--- src/hdl/wrs_pkg.sv ---
// Shared constants and types for the waypoint ramp stepper.
// No dependencies; every other file imports this package.
`default_nettype none
package wrs_pkg;
	localparam int WRS_POS_BITS   = 24;
	localparam int WRS_HOLD_TICKS = 20;

	localparam int ID_W      = 3;
	localparam int ACC_W     = 12;
	localparam int SPEED_W   = 12;
	localparam int TICK_W    = 8;
	localparam int CFG_IDX_W = 3;
	// quotient bits of one axis step; a step never exceeds speed/8 + 1
	localparam int Q_W       = 10;

	localparam logic [SPEED_W-1:0] SPEED_MAX      = 12'd3072;
	localparam int                 MINUS_FIVE_M   = -1280;
	localparam logic [TICK_W-1:0]  TICK_MAX       = 8'd255;
	localparam logic [TICK_W-1:0]  TICK_LEAD_HOLD = 8'd100;
	localparam logic [TICK_W-1:0]  TICK_FOL_HOLD  = 8'd70;
	// 0.3 m radius: every |d| below 77 and sum of squares at most 5898
	localparam int                 ARRIVE_MAG_LIM = 77;
	localparam logic [14:0]        ARRIVE_SQ_MAX  = 15'd5898;

	localparam logic [ID_W-1:0]  OWN_ID_RST    = 3'd1;
	localparam logic [ID_W-1:0]  LEADER_ID_RST = 3'd1;
	localparam logic [ACC_W-1:0] ACCEL_RST     = 12'd384;

	typedef enum logic [CFG_IDX_W-1:0] {
		REG_OWN_ID    = 3'd0,
		REG_LEADER_ID = 3'd1,
		REG_MAX_ACCEL = 3'd2,
		REG_OFFSET_X  = 3'd3,
		REG_OFFSET_Y  = 3'd4,
		REG_OFFSET_Z  = 3'd5
	} cfg_reg_t;
endpackage
`default_nettype wire

--- src/hdl/wrs_intf.sv ---
// Channel interfaces: tick input, setpoint output, register write port.
// Depends on wrs_pkg.
`default_nettype none
interface wrs_tick_if import wrs_pkg::*; #(parameter int POS_BITS = WRS_POS_BITS) ();
	logic                       valid;
	logic                       ready;
	logic signed [POS_BITS-1:0] leader_x;
	logic signed [POS_BITS-1:0] leader_y;
	logic signed [POS_BITS-1:0] leader_z;
	logic                       leader_seen;
	logic                       new_target;
	logic signed [POS_BITS-1:0] target_x;
	logic signed [POS_BITS-1:0] target_y;
	logic signed [POS_BITS-1:0] target_z;
	modport source (output valid, leader_x, leader_y, leader_z, leader_seen, new_target,
		target_x, target_y, target_z, input ready);
	modport sink (input valid, leader_x, leader_y, leader_z, leader_seen, new_target,
		target_x, target_y, target_z, output ready);
endinterface

interface wrs_set_if import wrs_pkg::*; #(parameter int POS_BITS = WRS_POS_BITS) ();
	logic                       valid;
	logic                       ready;
	logic signed [POS_BITS-1:0] set_x;
	logic signed [POS_BITS-1:0] set_y;
	logic signed [POS_BITS-1:0] set_z;
	logic                       arrived;
	modport source (output valid, set_x, set_y, set_z, arrived, input ready);
	modport sink (input valid, set_x, set_y, set_z, arrived, output ready);
endinterface

interface wrs_cfg_if import wrs_pkg::*; #(parameter int POS_BITS = WRS_POS_BITS) ();
	logic                 valid;
	logic                 ready;
	logic [CFG_IDX_W-1:0] index;
	logic [POS_BITS-1:0]  data;
	modport source (output valid, index, data, input ready);
	modport sink (input valid, index, data, output ready);
endinterface
`default_nettype wire

--- src/hdl/wrs_isqrt.sv ---
// Bit-serial floor square root, two radicand bits per cycle.
// Depends on wrs_pkg.
`default_nettype none
module wrs_isqrt import wrs_pkg::*; #(
	parameter int SQ_W = 52
) (
	input  wire logic            clk,
	input  wire logic            arst_n,
	input  wire logic            start,
	input  wire logic [SQ_W-1:0] x,
	output logic                 done,
	output logic [SQ_W-1:0]      root
);
	logic [SQ_W-1:0] x_q, r_q, bit_q, rb;
	logic            busy_q, done_q;

	assign rb = r_q + bit_q;

	always_ff @(posedge clk or negedge arst_n) begin
		if (!arst_n) begin
			busy_q <= 1'b0;
			done_q <= 1'b0;
		end else begin
			done_q <= 1'b0;
			if (start) begin
				busy_q <= 1'b1;
			end else if (busy_q && bit_q[0]) begin
				busy_q <= 1'b0;
				done_q <= 1'b1;
			end
		end
	end

	always_ff @(posedge clk) begin
		if (start) begin
			x_q   <= x;
			r_q   <= '0;
			bit_q <= SQ_W'(1) << (SQ_W - 2);
		end else if (busy_q) begin
			if (x_q >= rb) begin
				x_q <= x_q - rb;
				r_q <= (r_q >> 1) + bit_q;
			end else begin
				r_q <= r_q >> 1;
			end
			bit_q <= bit_q >> 2;
		end
	end

	assign done = done_q;
	assign root = r_q;
endmodule
`default_nettype wire

--- src/hdl/wrs_div.sv ---
// Bit-serial rounded step: q = round(mag*speed / (8*span)), one quotient bit per cycle.
// Depends on wrs_pkg.
`default_nettype none
module wrs_div import wrs_pkg::*; #(
	parameter int MAG_W = 25
) (
	input  wire logic               clk,
	input  wire logic               arst_n,
	input  wire logic               start,
	input  wire logic [MAG_W-1:0]   mag,
	input  wire logic [SPEED_W-1:0] speed,
	input  wire logic [MAG_W:0]     span,
	output logic                    done,
	output logic [Q_W-1:0]          quo
);
	localparam int CW    = MAG_W + 14;
	localparam int CNT_W = $clog2(Q_W + 1);

	logic [CW-1:0]    rem_q, dv_q;
	logic [Q_W-1:0]   q_q;
	logic [CNT_W-1:0] cnt_q;
	logic             busy_q, done_q;

	always_ff @(posedge clk or negedge arst_n) begin
		if (!arst_n) begin
			busy_q <= 1'b0;
			done_q <= 1'b0;
			cnt_q  <= '0;
		end else begin
			done_q <= 1'b0;
			if (start) begin
				busy_q <= 1'b1;
				cnt_q  <= CNT_W'(Q_W);
			end else if (busy_q) begin
				cnt_q <= cnt_q - 1'b1;
				if (cnt_q == CNT_W'(1)) begin
					busy_q <= 1'b0;
					done_q <= 1'b1;
				end
			end
		end
	end

	// (2n + d) / 2d with d = 8*span equals (n + 4*span) / (8*span)
	always_ff @(posedge clk) begin
		if (start) begin
			rem_q <= CW'(mag * speed) + (CW'(span) << 2);
			dv_q  <= CW'(span) << (Q_W + 2);
			q_q   <= '0;
		end else if (busy_q) begin
			if (rem_q >= dv_q) begin
				rem_q <= rem_q - dv_q;
				q_q   <= {q_q[Q_W-2:0], 1'b1};
			end else begin
				q_q   <= {q_q[Q_W-2:0], 1'b0};
			end
			dv_q <= dv_q >> 1;
		end
	end

	assign done = done_q;
	assign quo  = q_q;
endmodule
`default_nettype wire

--- src/hdl/waypoint_ramp_stepper.sv ---
// Waypoint ramp stepper: one tick transaction in, one setpoint transaction out.
// Depends on wrs_pkg, wrs_intf, wrs_isqrt, wrs_div.
//
// Each tick is worked on alone. Follower ticks, early ticks and ticks with no
// active waypoint pass from acceptance through the load of the output register
// in the steps capture, evaluate and load; arrival and hold ticks add a decide
// step before the load. A moving tick adds sum-of-squares accumulation, one
// axis at a time on one shared multiplier, a bit-serial square root (two
// radicand bits per cycle; above 30 bits the deltas are pre-scaled) and, per
// axis, a bit-serial divide. A new tick is taken once the previous result is in
// the output register, even while that result still waits on setpoint.ready.
// The register port is always ready and must only be written while the block
// is idle.
`default_nettype none
module waypoint_ramp_stepper import wrs_pkg::*; #(
	parameter int POS_BITS   = WRS_POS_BITS,
	parameter int HOLD_TICKS = WRS_HOLD_TICKS
) (
	input wire logic   clk,
	input wire logic   arst_n,
	wrs_tick_if.sink   tick,
	wrs_set_if.source  setpoint,
	wrs_cfg_if.sink    cfg
);
	localparam int MAG_W  = POS_BITS + 1;
	localparam int SM_W   = (MAG_W > 31) ? 31 : MAG_W;
	localparam int SQ_W   = 2 * SM_W + 2;
	localparam int DIST_W = MAG_W + 1;
	localparam int HOLD_W = $clog2(HOLD_TICKS + 2);
	localparam int SUM_W  = POS_BITS + 2;

	typedef enum logic [7:0] {
		ST_IDLE   = 8'b0000_0001,
		ST_EVAL   = 8'b0000_0010,
		ST_CHK    = 8'b0000_0100,
		ST_SQR    = 8'b0000_1000,
		ST_ROOT   = 8'b0001_0000,
		ST_DSTART = 8'b0010_0000,
		ST_DWAIT  = 8'b0100_0000,
		ST_FIN    = 8'b1000_0000
	} state_t;

	function automatic logic [POS_BITS-1:0] sat_pos(input logic [SUM_W-1:0] v);
		logic [POS_BITS-1:0] r;
		if (v[SUM_W-1] == v[SUM_W-2] && v[SUM_W-1] == v[POS_BITS-1])
			r = v[POS_BITS-1:0];
		else if (v[SUM_W-1])
			r = {1'b1, {(POS_BITS-1){1'b0}}};
		else
			r = {1'b0, {(POS_BITS-1){1'b1}}};
		return r;
	endfunction

	state_t state_q;

	// configuration
	logic [ID_W-1:0]     own_id_q, leader_id_q;
	logic [ACC_W-1:0]    accel_q;
	logic [POS_BITS-1:0] off_q [3];

	// persistent state
	logic [TICK_W-1:0]   tick_cnt_q;
	logic                goal_act_q, motion_q;
	logic [POS_BITS-1:0] goal_q [3];
	logic [SPEED_W-1:0]  speed_q;
	logic [HOLD_W-1:0]   hold_q;

	// per-tick working registers
	logic [POS_BITS-1:0] lpos_q [3];
	logic                lead_role_q, early_lead_q, early_fol_q;
	logic [MAG_W-1:0]    mag_q [3];
	logic                neg_q [3];
	logic [SM_W-1:0]     sm_q [3];
	logic [1:0]          sh_q, ax_q;
	logic [SQ_W-1:0]     acc_q;
	logic [DIST_W-1:0]   dist_q;
	logic [POS_BITS-1:0] res_q [3];
	logic                res_arr_q;

	// output register
	logic                oval_q;
	logic [POS_BITS-1:0] oset_q [3];
	logic                oarr_q;

	logic                accept, same_id, out_load;
	logic [SQ_W-1:0]     acc_next;
	logic                sqrt_done, div_done;
	logic [SQ_W-1:0]     sqrt_root;
	logic [Q_W-1:0]      div_q;
	logic [DIST_W-1:0]   dist_c;
	logic [MAG_W-1:0]    orv;
	logic [1:0]          sh_c;
	logic                near;
	logic [14:0]         sq_sum;
	logic [SUM_W-1:0]    step_sum;
	logic [SUM_W-1:0]    step_v;

	assign same_id   = (own_id_q == leader_id_q);
	assign accept    = tick.valid && tick.ready;
	assign tick.ready = (state_q == ST_IDLE);
	assign cfg.ready = 1'b1;
	assign out_load  = (state_q == ST_FIN) && (!oval_q || setpoint.ready);

	assign setpoint.valid   = oval_q;
	assign setpoint.set_x   = oset_q[0];
	assign setpoint.set_y   = oset_q[1];
	assign setpoint.set_z   = oset_q[2];
	assign setpoint.arrived = oarr_q;

	// shared squarer: one axis per cycle
	assign acc_next = acc_q + SQ_W'(sm_q[ax_q] * sm_q[ax_q]);

	// normalizing shift when a delta does not fit in 31 bits
	always_comb begin
		orv  = mag_q[0] | mag_q[1] | mag_q[2];
		sh_c = 2'd0;
		for (int k = 31; k < MAG_W; k++)
			if (orv[k]) sh_c = 2'(k - 30);
	end

	always_comb begin
		near = 1'b1;
		for (int i = 0; i < 3; i++)
			if (mag_q[i] >= MAG_W'(ARRIVE_MAG_LIM)) near = 1'b0;
		sq_sum = 15'(mag_q[0][6:0] * mag_q[0][6:0]) + 15'(mag_q[1][6:0] * mag_q[1][6:0])
			+ 15'(mag_q[2][6:0] * mag_q[2][6:0]);
	end

	always_comb begin
		dist_c = DIST_W'(sqrt_root[SM_W:0]) << sh_q;
		if (dist_c == '0) dist_c = DIST_W'(1);
	end

	always_comb begin
		step_v = SUM_W'(div_q);
		if (neg_q[ax_q]) step_v = -step_v;
		step_sum = SUM_W'(signed'(lpos_q[ax_q])) + step_v;
	end

	wrs_isqrt #(.SQ_W(SQ_W)) u_isqrt (
		.clk   (clk),
		.arst_n(arst_n),
		.start ((state_q == ST_SQR) && (ax_q == 2'd2)),
		.x     (acc_next),
		.done  (sqrt_done),
		.root  (sqrt_root)
	);

	wrs_div #(.MAG_W(MAG_W)) u_div (
		.clk   (clk),
		.arst_n(arst_n),
		.start (state_q == ST_DSTART),
		.mag   (mag_q[ax_q]),
		.speed (speed_q),
		.span  (dist_q),
		.done  (div_done),
		.quo   (div_q)
	);

	// register port
	always_ff @(posedge clk or negedge arst_n) begin
		if (!arst_n) begin
			own_id_q    <= OWN_ID_RST;
			leader_id_q <= LEADER_ID_RST;
			accel_q     <= ACCEL_RST;
			off_q[0]    <= '0;
			off_q[1]    <= '0;
			off_q[2]    <= '0;
		end else if (cfg.valid) begin
			case (cfg_reg_t'(cfg.index))
				REG_OWN_ID:    own_id_q    <= cfg.data[ID_W-1:0];
				REG_LEADER_ID: leader_id_q <= cfg.data[ID_W-1:0];
				REG_MAX_ACCEL: accel_q     <= cfg.data[ACC_W-1:0];
				REG_OFFSET_X:  off_q[0]    <= cfg.data;
				REG_OFFSET_Y:  off_q[1]    <= cfg.data;
				REG_OFFSET_Z:  off_q[2]    <= cfg.data;
				default: ;
			endcase
		end
	end

	// control and persistent state
	always_ff @(posedge clk or negedge arst_n) begin
		if (!arst_n) begin
			state_q    <= ST_IDLE;
			tick_cnt_q <= '0;
			goal_act_q <= 1'b0;
			goal_q[0]  <= '0;
			goal_q[1]  <= '0;
			goal_q[2]  <= '0;
			speed_q    <= '0;
			motion_q   <= 1'b0;
			hold_q     <= '0;
			ax_q       <= '0;
			oval_q     <= 1'b0;
		end else begin
			if (out_load)
				oval_q <= 1'b1;
			else if (setpoint.ready)
				oval_q <= 1'b0;

			case (state_q)
				ST_IDLE: begin
					if (accept) begin
						if (tick.new_target && same_id) begin
							goal_q[0]  <= tick.target_x;
							goal_q[1]  <= tick.target_y;
							goal_q[2]  <= tick.target_z;
							goal_act_q <= 1'b1;
						end
						if (tick_cnt_q != TICK_MAX) tick_cnt_q <= tick_cnt_q + 1'b1;
						state_q <= ST_EVAL;
					end
				end
				ST_EVAL: begin
					if (!lead_role_q || early_lead_q || !goal_act_q)
						state_q <= ST_FIN;
					else
						state_q <= ST_CHK;
				end
				ST_CHK: begin
					if (near && sq_sum <= ARRIVE_SQ_MAX) begin
						speed_q    <= '0;
						motion_q   <= 1'b0;
						goal_act_q <= 1'b0;
						state_q    <= ST_FIN;
					end else if (!motion_q) begin
						if (hold_q >= HOLD_W'(HOLD_TICKS)) motion_q <= 1'b1;
						if (hold_q < HOLD_W'(HOLD_TICKS + 1)) hold_q <= hold_q + 1'b1;
						state_q <= ST_FIN;
					end else begin
						if (speed_q < SPEED_MAX) begin
							if (13'(speed_q) + 13'(accel_q >> 3) > 13'(SPEED_MAX))
								speed_q <= SPEED_MAX;
							else
								speed_q <= speed_q + SPEED_W'(accel_q >> 3);
						end
						ax_q    <= '0;
						state_q <= ST_SQR;
					end
				end
				ST_SQR: begin
					if (ax_q == 2'd2) begin
						state_q <= ST_ROOT;
					end else begin
						ax_q <= ax_q + 1'b1;
					end
				end
				ST_ROOT: begin
					if (sqrt_done) begin
						ax_q    <= '0;
						state_q <= ST_DSTART;
					end
				end
				ST_DSTART: state_q <= ST_DWAIT;
				ST_DWAIT: begin
					if (div_done) begin
						if (ax_q == 2'd2) begin
							state_q <= ST_FIN;
						end else begin
							ax_q    <= ax_q + 1'b1;
							state_q <= ST_DSTART;
						end
					end
				end
				ST_FIN: begin
					if (out_load) state_q <= ST_IDLE;
				end
				default: state_q <= ST_IDLE;
			endcase
		end
	end

	// datapath
	always_ff @(posedge clk) begin
		case (state_q)
			ST_IDLE: begin
				if (accept) begin
					lpos_q[0]    <= tick.leader_seen ? tick.leader_x : '0;
					lpos_q[1]    <= tick.leader_seen ? tick.leader_y : '0;
					lpos_q[2]    <= tick.leader_seen ? tick.leader_z : '0;
					lead_role_q  <= same_id || !tick.leader_seen;
					early_lead_q <= (tick_cnt_q <= TICK_LEAD_HOLD);
					early_fol_q  <= (tick_cnt_q <= TICK_FOL_HOLD);
				end
			end
			ST_EVAL: begin
				res_arr_q <= 1'b0;
				for (int i = 0; i < 3; i++) begin
					logic [MAG_W-1:0] d;
					d = MAG_W'(signed'(goal_q[i])) - MAG_W'(signed'(lpos_q[i]));
					neg_q[i] <= d[MAG_W-1];
					mag_q[i] <= d[MAG_W-1] ? -d : d;
					res_q[i] <= lpos_q[i];
				end
				if (!lead_role_q) begin
					if (early_fol_q) begin
						res_q[0] <= '0;
						res_q[1] <= '0;
						res_q[2] <= POS_BITS'(MINUS_FIVE_M);
					end else begin
						for (int i = 0; i < 3; i++)
							res_q[i] <= sat_pos(SUM_W'(signed'(lpos_q[i]))
								+ SUM_W'(signed'(off_q[i])));
					end
				end else if (early_lead_q) begin
					res_q[2] <= POS_BITS'(MINUS_FIVE_M);
				end
			end
			ST_CHK: begin
				if (near && sq_sum <= ARRIVE_SQ_MAX) begin
					res_q[0]  <= goal_q[0];
					res_q[1]  <= goal_q[1];
					res_q[2]  <= goal_q[2];
					res_arr_q <= 1'b1;
				end
				for (int i = 0; i < 3; i++)
					sm_q[i] <= SM_W'(mag_q[i] >> sh_c);
				sh_q  <= sh_c;
				acc_q <= '0;
			end
			ST_SQR: acc_q <= acc_next;
			ST_ROOT: begin
				if (sqrt_done) dist_q <= dist_c;
			end
			ST_DWAIT: begin
				if (div_done) res_q[ax_q] <= sat_pos(step_sum);
			end
			default: ;
		endcase
		if (out_load) begin
			oset_q[0] <= res_q[0];
			oset_q[1] <= res_q[1];
			oset_q[2] <= res_q[2];
			oarr_q    <= res_arr_q;
		end
	end
endmodule
`default_nettype wire

--- src/flat_wrapper.sv ---
// flat-port wrapper written by rule: the top's interface ports become plain ports
module waypoint_ramp_stepper_flat import wrs_pkg::*;
#(
	parameter int POS_BITS   = WRS_POS_BITS,
	parameter int HOLD_TICKS = WRS_HOLD_TICKS
)
  (clk, arst_n, tick_valid, tick_leader_x, tick_leader_y, tick_leader_z, tick_leader_seen, tick_new_target, tick_target_x, tick_target_y, tick_target_z, tick_ready, setpoint_valid, setpoint_set_x, setpoint_set_y, setpoint_set_z, setpoint_arrived, setpoint_ready, cfg_valid, cfg_index, cfg_data, cfg_ready);
  wrs_tick_if #(.POS_BITS(POS_BITS)) tick_i ();
  wrs_set_if #(.POS_BITS(POS_BITS)) setpoint_i ();
  wrs_cfg_if #(.POS_BITS(POS_BITS)) cfg_i ();
  input wire logic clk;
  input wire logic arst_n;
  input wire logic [$bits(tick_i.valid)-1:0] tick_valid;
  input wire logic [$bits(tick_i.leader_x)-1:0] tick_leader_x;
  input wire logic [$bits(tick_i.leader_y)-1:0] tick_leader_y;
  input wire logic [$bits(tick_i.leader_z)-1:0] tick_leader_z;
  input wire logic [$bits(tick_i.leader_seen)-1:0] tick_leader_seen;
  input wire logic [$bits(tick_i.new_target)-1:0] tick_new_target;
  input wire logic [$bits(tick_i.target_x)-1:0] tick_target_x;
  input wire logic [$bits(tick_i.target_y)-1:0] tick_target_y;
  input wire logic [$bits(tick_i.target_z)-1:0] tick_target_z;
  output wire logic [$bits(tick_i.ready)-1:0] tick_ready;
  output wire logic [$bits(setpoint_i.valid)-1:0] setpoint_valid;
  output wire logic [$bits(setpoint_i.set_x)-1:0] setpoint_set_x;
  output wire logic [$bits(setpoint_i.set_y)-1:0] setpoint_set_y;
  output wire logic [$bits(setpoint_i.set_z)-1:0] setpoint_set_z;
  output wire logic [$bits(setpoint_i.arrived)-1:0] setpoint_arrived;
  input wire logic [$bits(setpoint_i.ready)-1:0] setpoint_ready;
  input wire logic [$bits(cfg_i.valid)-1:0] cfg_valid;
  input wire logic [$bits(cfg_i.index)-1:0] cfg_index;
  input wire logic [$bits(cfg_i.data)-1:0] cfg_data;
  output wire logic [$bits(cfg_i.ready)-1:0] cfg_ready;
  assign tick_i.valid = tick_valid;
  assign tick_i.leader_x = tick_leader_x;
  assign tick_i.leader_y = tick_leader_y;
  assign tick_i.leader_z = tick_leader_z;
  assign tick_i.leader_seen = tick_leader_seen;
  assign tick_i.new_target = tick_new_target;
  assign tick_i.target_x = tick_target_x;
  assign tick_i.target_y = tick_target_y;
  assign tick_i.target_z = tick_target_z;
  assign tick_ready = tick_i.ready;
  assign setpoint_valid = setpoint_i.valid;
  assign setpoint_set_x = setpoint_i.set_x;
  assign setpoint_set_y = setpoint_i.set_y;
  assign setpoint_set_z = setpoint_i.set_z;
  assign setpoint_arrived = setpoint_i.arrived;
  assign setpoint_i.ready = setpoint_ready;
  assign cfg_i.valid = cfg_valid;
  assign cfg_i.index = cfg_index;
  assign cfg_i.data = cfg_data;
  assign cfg_ready = cfg_i.ready;
  waypoint_ramp_stepper #(.POS_BITS(POS_BITS), .HOLD_TICKS(HOLD_TICKS)) u_core (.clk(clk), .arst_n(arst_n), .tick(tick_i), .setpoint(setpoint_i), .cfg(cfg_i));
endmodule
--- config.mk ---
export PLATFORM = sky130hd
export DESIGN_NAME = waypoint_ramp_stepper_flat
export DESIGN_NICKNAME = d
export VERILOG_FILES = /design/src/hdl/wrs_pkg.sv /design/src/hdl/wrs_intf.sv /design/src/hdl/wrs_isqrt.sv /design/src/hdl/wrs_div.sv /design/src/hdl/waypoint_ramp_stepper.sv /design/src/flat_wrapper.sv
export SDC_FILE = /design/constraint.sdc
export NUM_CORES = 2
export LEC_CHECK = 0
export BUFFER_PORTS_ARGS = -buffer_cell sky130_fd_sc_hd__buf_4
export CORE_ASPECT_RATIO = 1.2
export CORE_MARGIN = 1.5
export CORE_UTILIZATION = 35
export CTS_BUF_LIST = sky130_fd_sc_hd__clkbuf_8
export CTS_CLUSTER_SIZE = 8
export DETAILED_ROUTE_END_ITERATION = 12
export PLACE_DENSITY = 0.58
export RECOVER_POWER = 50
export SLEW_MARGIN = 20
export SYNTH_ARGS = -nofsm -noshare
export SYNTH_HDL_FRONTEND = slang
export SYNTH_HIERARCHICAL = 1
export SYNTH_SLANG_ARGS = --single-unit
--- constraint.sdc ---
create_clock -name clk -period 11.6 [get_ports clk]
set_input_delay 1.74 -clock clk [delete_from_list [all_inputs] [get_ports clk]]
set_output_delay 1.74 -clock clk [all_outputs]
set_load 0.005 [all_outputs]
==> flow_summary.toml <==
[outcome]
violations = "capacitance limit, slew limit"
outcome = "finished, violations left"

[worst_setup_path]
path_max_fanout = 27
required_ns = 12.35
crit_path_frequent_cell = "fa_1"
critical_path_arrival_ns = 10.90
crit_type = "flop to flop"
r2r_setup_slack_ns = 1.46
cpPeakStageDelay_ns = 0.80
cp-start-kind = "flop"
crit_slowest_cell = "a211oi_1"
critPathCaptureType = "flop"

[final_layout]
final_nets = 11100
layout_commonest_cell = "inv_1"
area_growth_pct = 10.2
final_cell_mix = "inv_1, fa_1, nand2_1"
stdcell_area_sq_um = 96900
final_core_util = 0.388
fillerInstances = 25100
drive_above_1_share = 0.0936

[drt]
drc = 0
ant_nets = 0
drt_iter0_markers = 5013
wl_per_cell_microns = 24.3
vias = 69500
viasPerCell = 5.40
routed_wl_microns = 313000
firstDrtPassIters = 5

[global_route]
grt_util_all_layers = 0.244
antenna_found_initial = 8
gr-total-overflow = 0
grt_start_max_net_pins = 96
first_global_vias = 72700
grt_pass1_wl_microns = 466000

[cts]
numCtsBuffers = 166
clockRootBuffer = "clkbuf_8"
htreeDepth = 4
clkLatencyLatePin_ns = 0.96
holdBufCountCts = 0
clk_path_buf_depth = 4
cts_resized = 0
clk_pin_slew_ns = 0.06
clkSinkCount = 874
cts_setup_buffers = 0
cts_tree = "yes"

[die]
start_util = 0.352
fp.dieW_microns = 461
core_sq_um = 250000
die-area_sq_um = 254000
fp.dieH_microns = 552
io-pin-count = 254
rows = 201

[synth]
ys_ff_latch = 874
yosysWarnings = 6
syn_avg_cell_area_sq_um = 9.55
yosysUniqueCellTypes = 117
synth_flop_cell = "edfxtp_1"
netlist_area_sq_um = 88000
ys_seq_area_frac = 0.275
synthCells = 9215
syn-num-nets = 10900
synth_edf_count = 569
async_reset_ff_frac = 0.235

[pwr]
peakVddDrop_mv = 0.110
leakage_uw = 0.0438
powerDensity_nw_per_um2 = 77.3

[min_path]
hold_class = "flop to flop"

[sta]
min_period_over_period = 0.875
worst_pin_slew_ns = 5.68
rsz0062_at_grt = "false"
fin_setup_tns_ns = 0
max_freq_mhz = 98.6
finalSetupViolations = 0
drv_slew = 678
fin_skew_ns = 0.0850
period_needed_ns = 10.14
relSlewSlack = -2.79
hold-worst-slack_ns = 0.398
hold_violations = 0

[place]
post-dp-hpwl_microns = 250000
routabilityCongestion = 1.00
place_area_sq_um = 93600
numPortBuffers = 252

[job]
drv_cap = 14
[critical path: cells and delay by family (launching register included)]
| family | cells | cell delay, ns |
|---|---|---|
| AOI/OAI and AO/OA | 12 | 3.10 |
| adders and majority gates | 8 | 3.79 |
| buffers and inverters | 8 | 1.64 |
| DFF | 1 | 0.74 |
| muxes | 1 | 0.22 |
| and+or+nand+nor | 2 | 0.40 |
[cell families after synthesis]
group,after synthesis,share of synthesized area
adders and majority gates,1537,0.293
other,1,0.0000426
xor gates and xnor gates,466,0.0464
AOI/OAI and AO/OA,1869,0.140
and+or+nand+nor,2459,0.133
muxes,321,0.0390
DFF,874,0.275
buffers and inverters,1688,0.0726
[cell type report]
class	count	area, sq um	area share
diodes	7	17.5	0.000181
clock buffers	184	2530	0.0261
clock inverters	113	847	0.00874
inverters	1307	4910	0.0506
multi-input cells	6653	57400	0.593
flip-flops and latches	874	24200	0.250
well taps	3349	4190	0.0432
repair buffers	375	2750	0.0284
[sequential cells by signal, summed over array words and instances (netlist names), 72 cells and up]
signal / count
u_core/mag_q: 75
u_core/sm_q: 75
u_core/goal_q: 72
u_core/lpos_q: 72
u_core/off_q: 72
u_core/oset_q: 72
u_core/res_q: 72
[report_power, final]
part / internal, uW / switching, uW / leakage [uW] / total, uW
sequential: 3360 / 51.9 / 0.00859 / 3410
combinational: 350 / 484 / 0.0333 / 834
clock: 1750 / 1500 / 0.00195 / 3250
total: 5460 / 2030 / 0.0438 / 7490
[worst paths after layout]
path,from,to,cells past startpoint
max reg2reg,u_core/ax_q[0]$_DFFE_PN0P_,u_core/u_isqrt/x_q[45]$_DFFE_PP_,31
min reg2reg,u_core/res_q[2][23]$_DFFE_PP_,u_core/oset_q[0][71]$_DFFE_PP_,0
max in group asynchronous,arst_n,u_core/ax_q[0]$_DFFE_PN0P_,4
min in group asynchronous,arst_n,u_core/goal_q[62]$_DFFE_PN0P_,1
min,u_core/res_q[2][23]$_DFFE_PP_,u_core/oset_q[0][71]$_DFFE_PP_,0
max,u_core/ax_q[0]$_DFFE_PN0P_,u_core/u_isqrt/x_q[45]$_DFFE_PP_,31
[metrics by stage]
stage,power [uW],worst slack (ns),std cells
6_report,7490,1.46,12900
5_1_grt,7780,0.535,12900
4_1_cts,7590,1.51,12900
3_5_place_dp,4290,1.56,12600
3_3_place_gp,4290,1.64,12600
2_1_floorplan,4000,3.22,9215
[synthesized netlist by cell type (14+ instances only)]
| cell | instances | share of area |
|---|---|---|
| a211o_1 | 15 | 0.0015 |
| a211oi_1 | 103 | 0.0088 |
| a21o_1 | 181 | 0.015 |
| a21oi_1 | 429 | 0.024 |
| a221oi_1 | 47 | 0.0047 |
| a22o_1 | 22 | 0.0022 |
| a311oi_1 | 29 | 0.0029 |
| a31o_2 | 19 | 0.0019 |
| a31oi_1 | 89 | 0.0063 |
| and2_1 | 329 | 0.023 |
| and3_1 | 69 | 0.0049 |
| buf_1 | 36 | 0.0015 |
| buf_2 | 29 | 0.0016 |
| clkbuf_1 | 311 | 0.013 |
| dfrtp_1 | 200 | 0.057 |
| dfxtp_1 | 100 | 0.023 |
| edfxtp_1 | 569 | 0.19 |
| fa_1 | 878 | 0.20 |
| ha_1 | 655 | 0.093 |
| inv_1 | 1297 | 0.055 |
| mux2_2 | 171 | 0.022 |
| mux2i_1 | 150 | 0.017 |
| nand2_1 | 877 | 0.037 |
| nand2b_1 | 61 | 0.0043 |
| nand3_1 | 106 | 0.0060 |
| nand3b_1 | 17 | 0.0015 |
| nand4_1 | 83 | 0.0059 |
| nor2_1 | 559 | 0.024 |
| nor2b_1 | 63 | 0.0045 |
| nor3_1 | 109 | 0.0062 |
| nor4_1 | 44 | 0.0031 |
| o211ai_1 | 46 | 0.0039 |
| o21a_1 | 76 | 0.0065 |
| o21ai_0 | 442 | 0.025 |
| o21ai_1 | 47 | 0.0027 |
| o21bai_1 | 46 | 0.0039 |
| o22ai_1 | 30 | 0.0021 |
| o31a_1 | 14 | 0.0014 |
| o31ai_1 | 38 | 0.0032 |
| o41ai_1 | 18 | 0.0018 |
| or2_2 | 20 | 0.0014 |
| or3_1 | 50 | 0.0036 |
| xnor2_1 | 286 | 0.028 |
| xor2_1 | 180 | 0.018 |
[layer usage]
layer | vias to the layer above | wire (microns) | GRT usage
met5 | - | 13 | 0
met4 | 2 | 22900 | 0.157
met3 | 728 | 15800 | 0.0312
met2 | 2462 | 153000 | 0.417
met1 | 34700 | 121000 | 0.286
li1 | 31600 | - | -
(Power assumes the default switching activity.)
